$ cat src/hw/rtl/cln_pkg.sv
// Shared types, codes and constants of the character LCD nibble sequencer.
package cln_pkg;

   // Request codes
   localparam logic [2:0] CMD_INIT   = 3'd0;
   localparam logic [2:0] CMD_BYTE   = 3'd1;
   localparam logic [2:0] CMD_DATA   = 3'd2;
   localparam logic [2:0] CMD_CLEAR  = 3'd3;
   localparam logic [2:0] CMD_CURSOR = 3'd4;

   // Configuration register indexes
   localparam logic [1:0] CSR_ENABLE_HIGH = 2'd0;
   localparam logic [1:0] CSR_SETTLE      = 2'd1;
   localparam logic [1:0] CSR_CLEAR_WAIT  = 2'd2;
   localparam logic [1:0] CSR_POWERUP     = 2'd3;

   // Configuration reset values
   localparam logic [7:0]  RST_ENABLE_HIGH = 8'd1;
   localparam logic [9:0]  RST_SETTLE      = 10'd40;
   localparam logic [13:0] RST_CLEAR_WAIT  = 14'd2000;
   localparam logic [15:0] RST_POWERUP     = 16'd50000;

   // Controller command bytes and wake nibbles
   localparam logic [7:0] LCD_FUNC_SET = 8'h28;
   localparam logic [7:0] LCD_DISP_ON  = 8'h0C;
   localparam logic [7:0] LCD_ENTRY    = 8'h06;
   localparam logic [7:0] LCD_CLEAR    = 8'h01;
   localparam logic [3:0] WAKE_NIB     = 4'h3;
   localparam logic [3:0] FOUR_BIT_NIB = 4'h2;

   // Extra waits after the first two wake nibbles
   localparam logic [13:0] WAKE_WAIT1_US = 14'd5000;
   localparam logic [13:0] WAKE_WAIT2_US = 14'd150;

   // Last nibble index of an init run and of a byte run
   localparam logic [3:0] INIT_LAST_NIB = 4'd11;
   localparam logic [3:0] BYTE_LAST_NIB = 4'd1;

   // Job queue geometry
   localparam int unsigned QUEUE_DEPTH = 2;

   // One classified request
   typedef struct packed {
      logic       is_init;
      logic       rs;
      logic [7:0] byte_val;
      logic       clr_extra;
   } job_type;

   // One pin segment
   typedef struct packed {
      logic        rs_level;
      logic [3:0]  data_nibble;
      logic        enable_level;
      logic [15:0] duration_us;
      logic        last;
   } seg_type;

   // Nibble sequence of the init run: wake nibbles and the four-bit nibble, then four command bytes
   function automatic logic [3:0] init_nibble(input logic [3:0] idx);
      logic [3:0] nib;
      case (idx)
         4'd0, 4'd1, 4'd2: nib = WAKE_NIB;
         4'd3:             nib = FOUR_BIT_NIB;
         4'd4:             nib = LCD_FUNC_SET[7:4];
         4'd5:             nib = LCD_FUNC_SET[3:0];
         4'd6:             nib = LCD_DISP_ON[7:4];
         4'd7:             nib = LCD_DISP_ON[3:0];
         4'd8:             nib = LCD_ENTRY[7:4];
         4'd9:             nib = LCD_ENTRY[3:0];
         4'd10:            nib = LCD_CLEAR[7:4];
         4'd11:            nib = LCD_CLEAR[3:0];
         default:          nib = 4'h0;
      endcase
      return nib;
   endfunction

endpackage

$ cat src/hw/rtl/cln_front.sv
// Front end: accepts requests and turns them into queued jobs.
module cln_front
   import cln_pkg::*;
(
   input  logic       req_valid,
   output logic       req_stall,
   input  logic [2:0] req_cmd,
   input  logic [7:0] req_byte_value,
   input  logic       req_row,
   input  logic [5:0] req_col,
   input  logic       queue_full,
   output logic       push,
   output job_type    push_job
);

   logic keep;

   // Stall only on a full queue; unused codes are taken and dropped
   assign req_stall = queue_full;
   assign push      = req_valid && !queue_full && keep;

   // Request decode
   always_comb begin
      keep               = 1'b1;
      push_job.is_init   = 1'b0;
      push_job.rs        = 1'b0;
      push_job.byte_val  = req_byte_value;
      push_job.clr_extra = 1'b0;
      unique case (req_cmd)
         CMD_INIT: begin
            push_job.is_init = 1'b1;
         end
         CMD_BYTE: begin
            push_job.rs = 1'b0;
         end
         CMD_DATA: begin
            push_job.rs = 1'b1;
         end
         CMD_CLEAR: begin
            push_job.byte_val  = LCD_CLEAR;
            push_job.clr_extra = 1'b1;
         end
         CMD_CURSOR: begin
            // set-address bit, row base 0x40 as bit 6, column below it
            push_job.byte_val = {1'b1, req_row, req_col};
         end
         default: begin
            keep = 1'b0;
         end
      endcase
   end

endmodule

$ cat src/hw/rtl/cln_fifo.sv
// Two-entry job queue between front and back end.
module cln_fifo
   import cln_pkg::*;
(
   input  logic    clock,
   input  logic    reset,
   input  logic    push,
   input  job_type push_job,
   input  logic    pop,
   output job_type head_job,
   output logic    empty,
   output logic    full
);

   job_type    slot_ff [QUEUE_DEPTH];
   logic       wr_ptr_ff, wr_ptr_in;
   logic       rd_ptr_ff, rd_ptr_in;
   logic [1:0] count_ff, count_in;

   assign empty    = (count_ff == 2'd0);
   assign full     = (count_ff == 2'(QUEUE_DEPTH));
   assign head_job = slot_ff[rd_ptr_ff];

   // Pointer and fill count update
   always_comb begin
      wr_ptr_in = push ? !wr_ptr_ff : wr_ptr_ff;
      rd_ptr_in = pop  ? !rd_ptr_ff : rd_ptr_ff;
      count_in  = count_ff;
      if (push && !pop) begin
         count_in = count_ff + 2'd1;
      end else if (pop && !push) begin
         count_in = count_ff - 2'd1;
      end
   end

   always_ff @(posedge clock) begin
      if (reset) begin
         wr_ptr_ff <= 1'b0;
         rd_ptr_ff <= 1'b0;
         count_ff  <= 2'd0;
      end else begin
         wr_ptr_ff <= wr_ptr_in;
         rd_ptr_ff <= rd_ptr_in;
         count_ff  <= count_in;
      end
   end

   // Slot storage
   always_ff @(posedge clock) begin
      if (push) begin
         slot_ff[wr_ptr_ff] <= push_job;
      end
   end

   a_no_pop_empty: assert property (@(posedge clock) disable iff (reset)
      pop |-> !empty) else $error("job queue popped while empty");

   a_count_bound: assert property (@(posedge clock) disable iff (reset)
      count_ff <= 2'(QUEUE_DEPTH)) else $error("job queue count overflow");

endmodule

$ cat src/hw/rtl/cln_back.sv
// Back end: configuration registers and the segment sequencer with its output register.
module cln_back
   import cln_pkg::*;
(
   input  logic        clock,
   input  logic        reset,
   input  logic        csr_wr_en,
   input  logic [1:0]  csr_index,
   input  logic [15:0] csr_wr_data,
   input  job_type     head_job,
   input  logic        empty,
   output logic        pop,
   output logic        rsp_valid,
   input  logic        rsp_stall,
   output seg_type     rsp_seg
);

   typedef enum logic [2:0] {
      ST_IDLE   = 3'b001,
      ST_POWER  = 3'b010,
      ST_NIBBLE = 3'b100
   } state_type;

   state_type   state_ff, state_in;
   job_type     job_ff, job_in;
   logic [3:0]  idx_ff, idx_in;
   logic        phase_ff, phase_in;
   logic [3:0]  held_nibble_ff, held_nibble_in;
   logic        rsp_valid_ff, rsp_valid_in;
   seg_type     rsp_seg_ff, rsp_seg_in;

   logic [7:0]  enable_high_ff;
   logic [9:0]  settle_ff;
   logic [13:0] clear_wait_ff;
   logic [15:0] powerup_ff;

   logic        running, out_free, emit;
   job_type     cur_job;
   logic        cur_power, cur_phase;
   logic [3:0]  cur_idx, last_idx, cur_nib;
   logic [13:0] extra;
   seg_type     seg;

   assign rsp_valid = rsp_valid_ff;
   assign rsp_seg   = rsp_seg_ff;

   // Configuration registers
   always_ff @(posedge clock) begin
      if (reset) begin
         enable_high_ff <= RST_ENABLE_HIGH;
         settle_ff      <= RST_SETTLE;
         clear_wait_ff  <= RST_CLEAR_WAIT;
         powerup_ff     <= RST_POWERUP;
      end else if (csr_wr_en) begin
         unique case (csr_index)
            CSR_ENABLE_HIGH: enable_high_ff <= csr_wr_data[7:0];
            CSR_SETTLE:      settle_ff      <= csr_wr_data[9:0];
            CSR_CLEAR_WAIT:  clear_wait_ff  <= csr_wr_data[13:0];
            CSR_POWERUP:     powerup_ff     <= csr_wr_data;
         endcase
      end
   end

   // Current job and position: the running job, or the queue head at its start
   always_comb begin
      running  = (state_ff != ST_IDLE);
      out_free = !rsp_valid_ff || !rsp_stall;
      emit     = out_free && (running || !empty);
      pop      = out_free && !running && !empty;
      if (running) begin
         cur_job   = job_ff;
         cur_power = (state_ff == ST_POWER);
         cur_idx   = idx_ff;
         cur_phase = phase_ff;
      end else begin
         cur_job   = head_job;
         cur_power = head_job.is_init;
         cur_idx   = 4'd0;
         cur_phase = 1'b0;
      end
   end

   // Segment build
   always_comb begin
      if (cur_job.is_init) begin
         cur_nib = init_nibble(cur_idx);
      end else begin
         cur_nib = cur_idx[0] ? cur_job.byte_val[3:0] : cur_job.byte_val[7:4];
      end
      last_idx = cur_job.is_init ? INIT_LAST_NIB : BYTE_LAST_NIB;

      // extra settle time after particular nibbles
      extra = 14'd0;
      if (cur_job.is_init) begin
         if (cur_idx == 4'd0) begin
            extra = WAKE_WAIT1_US;
         end else if (cur_idx == 4'd1) begin
            extra = WAKE_WAIT2_US;
         end else if (cur_idx == INIT_LAST_NIB) begin
            extra = clear_wait_ff;
         end
      end else if (cur_job.clr_extra && cur_idx == BYTE_LAST_NIB) begin
         extra = clear_wait_ff;
      end

      if (cur_power) begin
         seg.rs_level     = 1'b0;
         seg.data_nibble  = held_nibble_ff;
         seg.enable_level = 1'b0;
         seg.duration_us  = powerup_ff;
         seg.last         = 1'b0;
      end else begin
         seg.rs_level     = cur_job.is_init ? 1'b0 : cur_job.rs;
         seg.data_nibble  = cur_nib;
         seg.enable_level = !cur_phase;
         seg.duration_us  = cur_phase ? ({6'd0, settle_ff} + {2'd0, extra})
                                      : {8'd0, enable_high_ff};
         seg.last         = cur_phase && (cur_idx == last_idx);
      end
   end

   // Sequencer advance
   always_comb begin
      state_in       = state_ff;
      job_in         = job_ff;
      idx_in         = idx_ff;
      phase_in       = phase_ff;
      held_nibble_in = held_nibble_ff;
      if (emit) begin
         job_in         = cur_job;
         held_nibble_in = seg.data_nibble;
         if (cur_power) begin
            state_in = ST_NIBBLE;
            idx_in   = 4'd0;
            phase_in = 1'b0;
         end else if (seg.last) begin
            state_in = ST_IDLE;
         end else if (!cur_phase) begin
            state_in = ST_NIBBLE;
            idx_in   = cur_idx;
            phase_in = 1'b1;
         end else begin
            state_in = ST_NIBBLE;
            idx_in   = cur_idx + 4'd1;
            phase_in = 1'b0;
         end
      end
   end

   // Output register takes a new segment whenever it is free
   always_comb begin
      rsp_valid_in = rsp_valid_ff;
      rsp_seg_in   = rsp_seg_ff;
      if (out_free) begin
         rsp_valid_in = emit;
         rsp_seg_in   = seg;
      end
   end

   always_ff @(posedge clock) begin
      if (reset) begin
         state_ff       <= ST_IDLE;
         idx_ff         <= 4'd0;
         phase_ff       <= 1'b0;
         held_nibble_ff <= 4'd0;
         rsp_valid_ff   <= 1'b0;
      end else begin
         state_ff       <= state_in;
         idx_ff         <= idx_in;
         phase_ff       <= phase_in;
         held_nibble_ff <= held_nibble_in;
         rsp_valid_ff   <= rsp_valid_in;
      end
   end

   always_ff @(posedge clock) begin
      job_ff     <= job_in;
      rsp_seg_ff <= rsp_seg_in;
   end

   a_idx_bound: assert property (@(posedge clock) disable iff (reset)
      (state_ff == ST_NIBBLE) |-> (idx_ff <= (job_ff.is_init ? INIT_LAST_NIB : BYTE_LAST_NIB)))
      else $error("nibble index past end of run");

   a_power_then_pulse: assert property (@(posedge clock) disable iff (reset)
      (emit && cur_power) |=> (state_ff == ST_NIBBLE && idx_ff == 4'd0 && !phase_ff))
      else $error("power-up segment not followed by first wake pulse");

   a_pop_starts_job: assert property (@(posedge clock) disable iff (reset)
      pop |-> (emit && !running)) else $error("job taken without a segment");

   a_last_idles: assert property (@(posedge clock) disable iff (reset)
      (emit && seg.last) |=> (state_ff == ST_IDLE))
      else $error("sequencer busy after last segment");

endmodule

$ cat src/hw/rtl/char_lcd_nibble_sequencer.sv
// Top level of the character LCD nibble sequencer (4-bit bus controller).
//
//   channel   direction  handshake             payload
//   req       in         req_valid/req_stall   cmd, byte_value, row, col
//   rsp       out        rsp_valid/rsp_stall   rs_level, data_nibble, enable_level,
//                                              duration_us, last
//   csr       in         csr_wr_en             csr_index, csr_wr_data
//
// One segment leaves per cycle while rsp_stall is low: a byte request gives 4 segments, init 25,
// clear and set cursor 4; unused codes are taken and give nothing.
// The sequencer emits one segment per cycle from its output register while that register is free,
// and picks up the next queued job once its state is back to idle after a last segment, so requests run back to back.
// A two-entry job queue parts the request side from the sequencer.
// Reset is synchronous and clears the queue, the sequencer and the registers.
// req_stall is high only while the queue is full; rsp_stall holds the output register.
module char_lcd_nibble_sequencer
   import cln_pkg::*;
(
   input  logic        clock,
   input  logic        reset,
   input  logic        req_valid,
   output logic        req_stall,
   input  logic [2:0]  req_cmd,
   input  logic [7:0]  req_byte_value,
   input  logic        req_row,
   input  logic [5:0]  req_col,
   output logic        rsp_valid,
   input  logic        rsp_stall,
   output logic        rsp_rs_level,
   output logic [3:0]  rsp_data_nibble,
   output logic        rsp_enable_level,
   output logic [15:0] rsp_duration_us,
   output logic        rsp_last,
   input  logic        csr_wr_en,
   input  logic [1:0]  csr_index,
   input  logic [15:0] csr_wr_data
);

   logic    push, pop, empty, full;
   job_type push_job, head_job;
   seg_type rsp_seg;

   cln_front u_front (
      .req_valid      (req_valid),
      .req_stall      (req_stall),
      .req_cmd        (req_cmd),
      .req_byte_value (req_byte_value),
      .req_row        (req_row),
      .req_col        (req_col),
      .queue_full     (full),
      .push           (push),
      .push_job       (push_job)
   );

   cln_fifo u_fifo (
      .clock    (clock),
      .reset    (reset),
      .push     (push),
      .push_job (push_job),
      .pop      (pop),
      .head_job (head_job),
      .empty    (empty),
      .full     (full)
   );

   cln_back u_back (
      .clock       (clock),
      .reset       (reset),
      .csr_wr_en   (csr_wr_en),
      .csr_index   (csr_index),
      .csr_wr_data (csr_wr_data),
      .head_job    (head_job),
      .empty       (empty),
      .pop         (pop),
      .rsp_valid   (rsp_valid),
      .rsp_stall   (rsp_stall),
      .rsp_seg     (rsp_seg)
   );

   // Segment fields out to their ports
   assign rsp_rs_level     = rsp_seg.rs_level;
   assign rsp_data_nibble  = rsp_seg.data_nibble;
   assign rsp_enable_level = rsp_seg.enable_level;
   assign rsp_duration_us  = rsp_seg.duration_us;
   assign rsp_last         = rsp_seg.last;

endmodule

$ cat config.mk
export PLATFORM = sky130hd
export DESIGN_NAME = char_lcd_nibble_sequencer
export DESIGN_NICKNAME = d
export VERILOG_FILES = /design/src/hw/rtl/cln_pkg.sv /design/src/hw/rtl/cln_front.sv /design/src/hw/rtl/cln_fifo.sv /design/src/hw/rtl/cln_back.sv /design/src/hw/rtl/char_lcd_nibble_sequencer.sv
export SDC_FILE = /design/constraint.sdc
export NUM_CORES = 1
export LEC_CHECK = 0
export BUFFER_PORTS_ARGS = -buffer_cell sky130_fd_sc_hd__buf_2
export CAP_MARGIN = 5
export CELL_PAD_IN_SITES_DETAIL_PLACEMENT = 2
export CELL_PAD_IN_SITES_GLOBAL_PLACEMENT = 2
export CORE_MARGIN = 2
export CORE_UTILIZATION = 30
export CTS_CLUSTER_DIAMETER = 150
export DETAILED_ROUTE_END_ITERATION = 6
export PLACE_DENSITY = 0.82
export RECOVER_POWER = 50
export SLEW_MARGIN = 20
export SYNTH_ARGS = -nofsm -noshare
export SYNTH_HDL_FRONTEND = slang
export SYNTH_SLANG_ARGS = --single-unit
$ cat constraint.sdc
create_clock -name clock -period 4.3 [get_ports clock]
set_input_delay 0 -clock clock [delete_from_list [all_inputs] [get_ports clock]]
set_output_delay 0 -clock clock [all_outputs]
set_load 0.01 [all_outputs]
# Yosys cells after proc, flatten, opt, wreduce, memory -nomap -nowiden
# Memory sizes are Yosys's and may differ from the RTL's. A register that Yosys moved wholly into a read port is not among the register bits.
# Index checks and enable logic that the tools add are counted.
# classes
addsub,4
n_eq_ne,14
mux,33
n_reduce_logical,33
# ops
cell,count
$mux 14,5
$mux 4,7
$mux 22,1
$mux 16,1
$pmux 8 s2,1
$add 10x14->15,1
$mux 1,13
$mux 11,1
$logic_not 1->1,10
$reduce_and 2->1,5
$eq 3x2->1 const B,3
$logic_and 1x1->1,9
$eq 2x2->1 const B,3
$mux 3,2
$reduce_or 5->1,1
$add 4x1->4 const B,1
$eq 4x1->1 const B,1
$eq 4x4->1,1
$eq 4x4->1 const B,1
$logic_not 2->1,2
$logic_not 4->1,1
$mux 2,2
$eq 3x1->1 const B,1
$eq 3x3->1 const B,1
9 further kinds,10
# word_totals
regBits,99
ram_bits,22
mem_bits_ro,64
output_inout_bits,25
wordCells,107
memories,2
# mem_list
name,words,word_bits,read_ports,rd_clocked_by_memory_dff,wr,line,source
(no name shown),16,4,1,0,0,cln_pkg.sv:62,case (idx)
u_fifo.slot_ff,2,11,1,1,1,cln_fifo.sv:15,job_type slot_ff [QUEUE_DEPTH];

# Logic depth before layout (Yosys ltp)
# depth
word_depth,12
ltp_mapped,18
ltp_nobuf,14

# Hierarchy
# Synthesis repeated with hierarchy kept, for this count alone.
# hier_totals
cells_unflattened,601
hier_area_um2,5854.4
# by_module_without_submodules
mod,n_inst,cells_each,area_per_inst_um2,seq_area_each_um2
cln_back,1,507,4584.4,2222.1
cln_fifo,1,56,997.2,760.7
cln_front,1,38,272.8,0.0

# Least setup slack after synthesis
# OpenSTA, ideal clock, no wires.
# synth_path
path_type,reg-to-reg
start,register u_back.state_ff[2]
end,"register u_back.rsp_seg_ff, in the netlist u_back.rsp_seg[11], data pin"
setup_time_ps,269
t_arrival_ps,3705
required_time_ps,4031
setup_slack_ps,326
path_stages_with_launch,19
cell_sequence,dfxtp_1 -> nand2b_1 -> clkbuf_1 -> clkbuf_1 -> clkbuf_1 -> nand2_1 -> ha_1 -> inv_1 -> o31ai_4 -> clkbuf_1 -> and2_1 -> ha_1 -> fa_1 -> a211oi_1 -> nor4b_1 -> nor3_1 -> nor2_1 -> xor2_1 -> o21ai_0
# synth_lines
element,line,source
start: declaration,cln_back.sv:24,"state_type state_ff, state_in;"
start signal: assignment,cln_back.sv:168,state_ff <= state_in;
end signal: assignment,cln_back.sv:178,rsp_seg_ff <= rsp_seg_in;
end: declaration,cln_back.sv:30,"seg_type rsp_seg_ff, rsp_seg_in;"

==> impl_metrics.json <==
{
  "status": "complete, but fails checks",
  "violations": "max-capacitance violations, max-slew violations",
  "synth-edff-count": 56,
  "tritoncts": "done",
  "grt_pass1_wl_um": 30600,
  "antenna_found_initial": 0,
  "regToRegSetupSlack_ns": 0.26,
  "die_w_um": 143,
  "leakage_nw": 2.90,
  "hold_ws_ns": 0.0115,
  "grt_max_degree": 43,
  "synth_area_um2": 5790,
  "finalCritPeriodShare_pct": 93.9,
  "slew_viol_final": 27,
  "yosysSeqAreaShare_pct": 51.5,
  "grt_use_total_pct": 20.0,
  "dpl.cell_count": 910,
  "port_buffers": 65,
  "tightest_slew_ns": 1.68,
  "finalNonFillerCells": 969,
  "cts-root-buf": "clkbuf_16",
  "gp_congestion": 0.877,
  "grt_pass1_vias": 5414,
  "drc_errors": 0,
  "area_growth_syn_to_layout_pct": 24.0,
  "wl_um": 19400,
  "synth.avg_cell_area_um2": 9.48,
  "yosysWarnings": 0,
  "detail_route.wl_per_cell_um": 20.0,
  "cts.sinks": 121,
  "coreArea_um2": 18800,
  "dpl.hpwl_um": 13100,
  "slowest_delay_ns": 0.56,
  "clk_pin_slew_ns": 0.06,
  "ant_nets": 0,
  "yosys_most_used_dff": "dfxtp_1",
  "drt-pass1-iter-count": 4,
  "rsz0062_at_grt": "false",
  "via_count": 4852,
  "fmax_mhz": 248,
  "fin_tns_setup_ns": 0,
  "synth_common_cells": "109 x nand2_1, 69 x nor2_1, 65 x dfxtp_1, 56 x edfxtp_1, 46 x a21oi_1",
  "clock_skew_ns": 0.0100,
  "clock_path_buffers": 2,
  "p_per_area_nw_per_um2": 628,
  "fin_nets": 754,
  "crit_fanout": 10,
  "crit_slowest_cell": "nor4b_1",
  "syn_nets": 669,
  "hold_path.class": "primary input to flip-flop",
  "hold_viol": 0,
  "slew_headroom_pct": -12.0,
  "worstPathArrival_ns": 4.20,
  "ys_ff_latch": 121,
  "io_pins": 66,
  "cp_data_required_time_ns": 4.46,
  "cp_cell_sequence": "and2_1 -> inv_1 -> ha_1 -> nor3_1 -> a21o_1 -> fa_1 -> a211oi_1 -> nor4b_1 -> nor3_1 -> nor4b_1 -> xor2_1 -> o21ai_1",
  "synth-async-reset-ratio_pct": 0,
  "yosysUniqueCellTypes": 56,
  "yosys.area.top_type": "edfxtp_1",
  "finalSetupViolCount": 0,
  "h-tree-depth": 4,
  "vdd_drop_max_mv": 0.306,
  "chipHeight_um": 143,
  "rows": 50,
  "criticalPathCategory": "flip-flop to flip-flop",
  "final_core_util_pct": 38.1,
  "endpoint_kind": "flip-flop",
  "startpoint_type": "flip-flop",
  "clkLatencyLatePin_ns": 0.43,
  "start_util_pct": 30.8,
  "synth_most_common_cell": "nand2_1",
  "total_power_mw": 4.51,
  "diodes": 0,
  "final_layout_size_suffix_gt1_share_pct": 12.8,
  "min_period_ns": 4.04,
  "drtIter0Drc": 185,
  "syn_inst": 611,
  "synth_top_area_share_pct": 29.0,
  "overflow": 0,
  "numCtsBuffers": 17,
  "viasPerCell": 5.01,
  "synth_area_leaders": "edfxtp_1 29%, dfxtp_1 22%, nand2_1 7.1%",
  "die-area_um2": 20400,
  "maxCapViolCount": 1
}
layout by cell type, fill, tap and decap left out, types with 7 or more instances in the layout:
cell | Yosys | routed
inv_1 | 21 | 21
and2_1 | 8 | 8
clkbuf_16 | 0 | 17
nand3b_1 | 15 | 15
o21ai_0 | 24 | 24
and3_1 | 7 | 7
mux2i_1 | 26 | 26
buf_2 | 0 | 39
dfxtp_1 | 65 | 65
nor3_1 | 9 | 9
a21o_1 | 8 | 8
clkbuf_1 | 28 | 27
dlygate4sd3_1 | 0 | 27
nor2_1 | 69 | 68
edfxtp_1 | 56 | 56
ha_1 | 16 | 16
nand3_1 | 9 | 9
nand2_1 | 109 | 109
a21oi_1 | 46 | 46
sequential cells by signal, summed over array words and instances (netlist names), named ones only:
| name | count |
|---|---|
| u_back.phase_ff | 1 |
| u_back.enable_high_ff | 8 |
| u_back.idx_ff | 4 |
| u_back.job_ff | 11 |
| u_back.settle_ff | 10 |
| u_fifo.slot_ff | 22 |
| u_fifo.rd_ptr_ff | 1 |
| u_back.clear_wait_ff | 14 |
| u_fifo.count_ff | 2 |
| u_fifo.wr_ptr_ff | 1 |
| u_back.rsp_valid | 1 |
| u_back.powerup_ff | 16 |
| u_back.held_nibble_ff | 4 |
| u_back.rsp_seg | 23 |
| u_back.state_ff | 2 |
worst paths after layout:
path,endpoint,startpoint,cells after the start
max,u_back.rsp_seg[13],u_back.idx_ff[0],12
min,u_fifo.slot_ff[0][7],req_row,3
max reg2reg,u_back.rsp_seg[13],u_back.idx_ff[0],12
min reg2reg,u_back.powerup_ff[13],u_back.powerup_ff[13],2
power breakdown:
| group | leakage (nW) | internal [mW] | switching, mW |
|---|---|---|---|
| Sequential | 1.10 | 1.54 | 0.150 |
| Combinational | 1.53 | 0.502 | 0.926 |
| Clock | 0.269 | 0.804 | 0.592 |
cell families after synthesis:
family / after synthesis / share of synthesized area (%)
simple gates: 252 / 19.8
flops: 121 / 51.5
compound gates: 120 / 13.1
buf+inv: 56 / 3.82
mux: 34 / 6.31
fa+ha+maj: 17 / 3.80
xor+xnor: 11 / 1.66
what timing repair did:
item | CTS | global route
gates resized for setup | 0 | 0
hold buffers | 27 | 0
setup buffers | 0 | 0
hold endpoints to repair | 62 | 0
endpoints found under the setup margin | 0 | 0
worst max-delay path: cells and delay by family, from the launching register on:
family / cells / cell delay [ns]
AND/OR/NAND/NOR: 5 / 1.98
adder cells (fa/ha/maj): 2 / 0.54
flip-flops: 1 / 0.51
AO/OA/AOI/OAI: 3 / 0.44
XOR/XNOR: 1 / 0.18
buffers and inverters: 1 / 0.12
layout make-up:
| class | instances | area, µm² |
|---|---|---|
| fillers | 2048 | 11600 |
| well taps | 260 | 325 |
| inverters | 22 | 82.6 |
| flip-flops and latches | 121 | 2980 |
| clock buffers | 17 | 425 |
| repair buffers | 100 | 632 |
| multi-input cells | 434 | 2590 |
| clock inverters | 15 | 143 |
per-stage QoR:
step / setup WS, ns / instance area (µm²)
finish: 0.260 / 7180
global route: 0.0610 / 7180
CTS: 0.335 / 7210
detailed placement: 0.417 / 6380
global placement: 0.585 / 6360
floorplan: 0.326 / 5790
per-layer routing:
layer  track usage, %  wire [µm]  part of all wire [%]
met4             6.15        274                   1.4
met2             35.9      10000                    52
met1             23.9       8630                    45
met3             3.96        465                   2.4
met5                0          0                     0
Power figures use the tool's default switching activity.
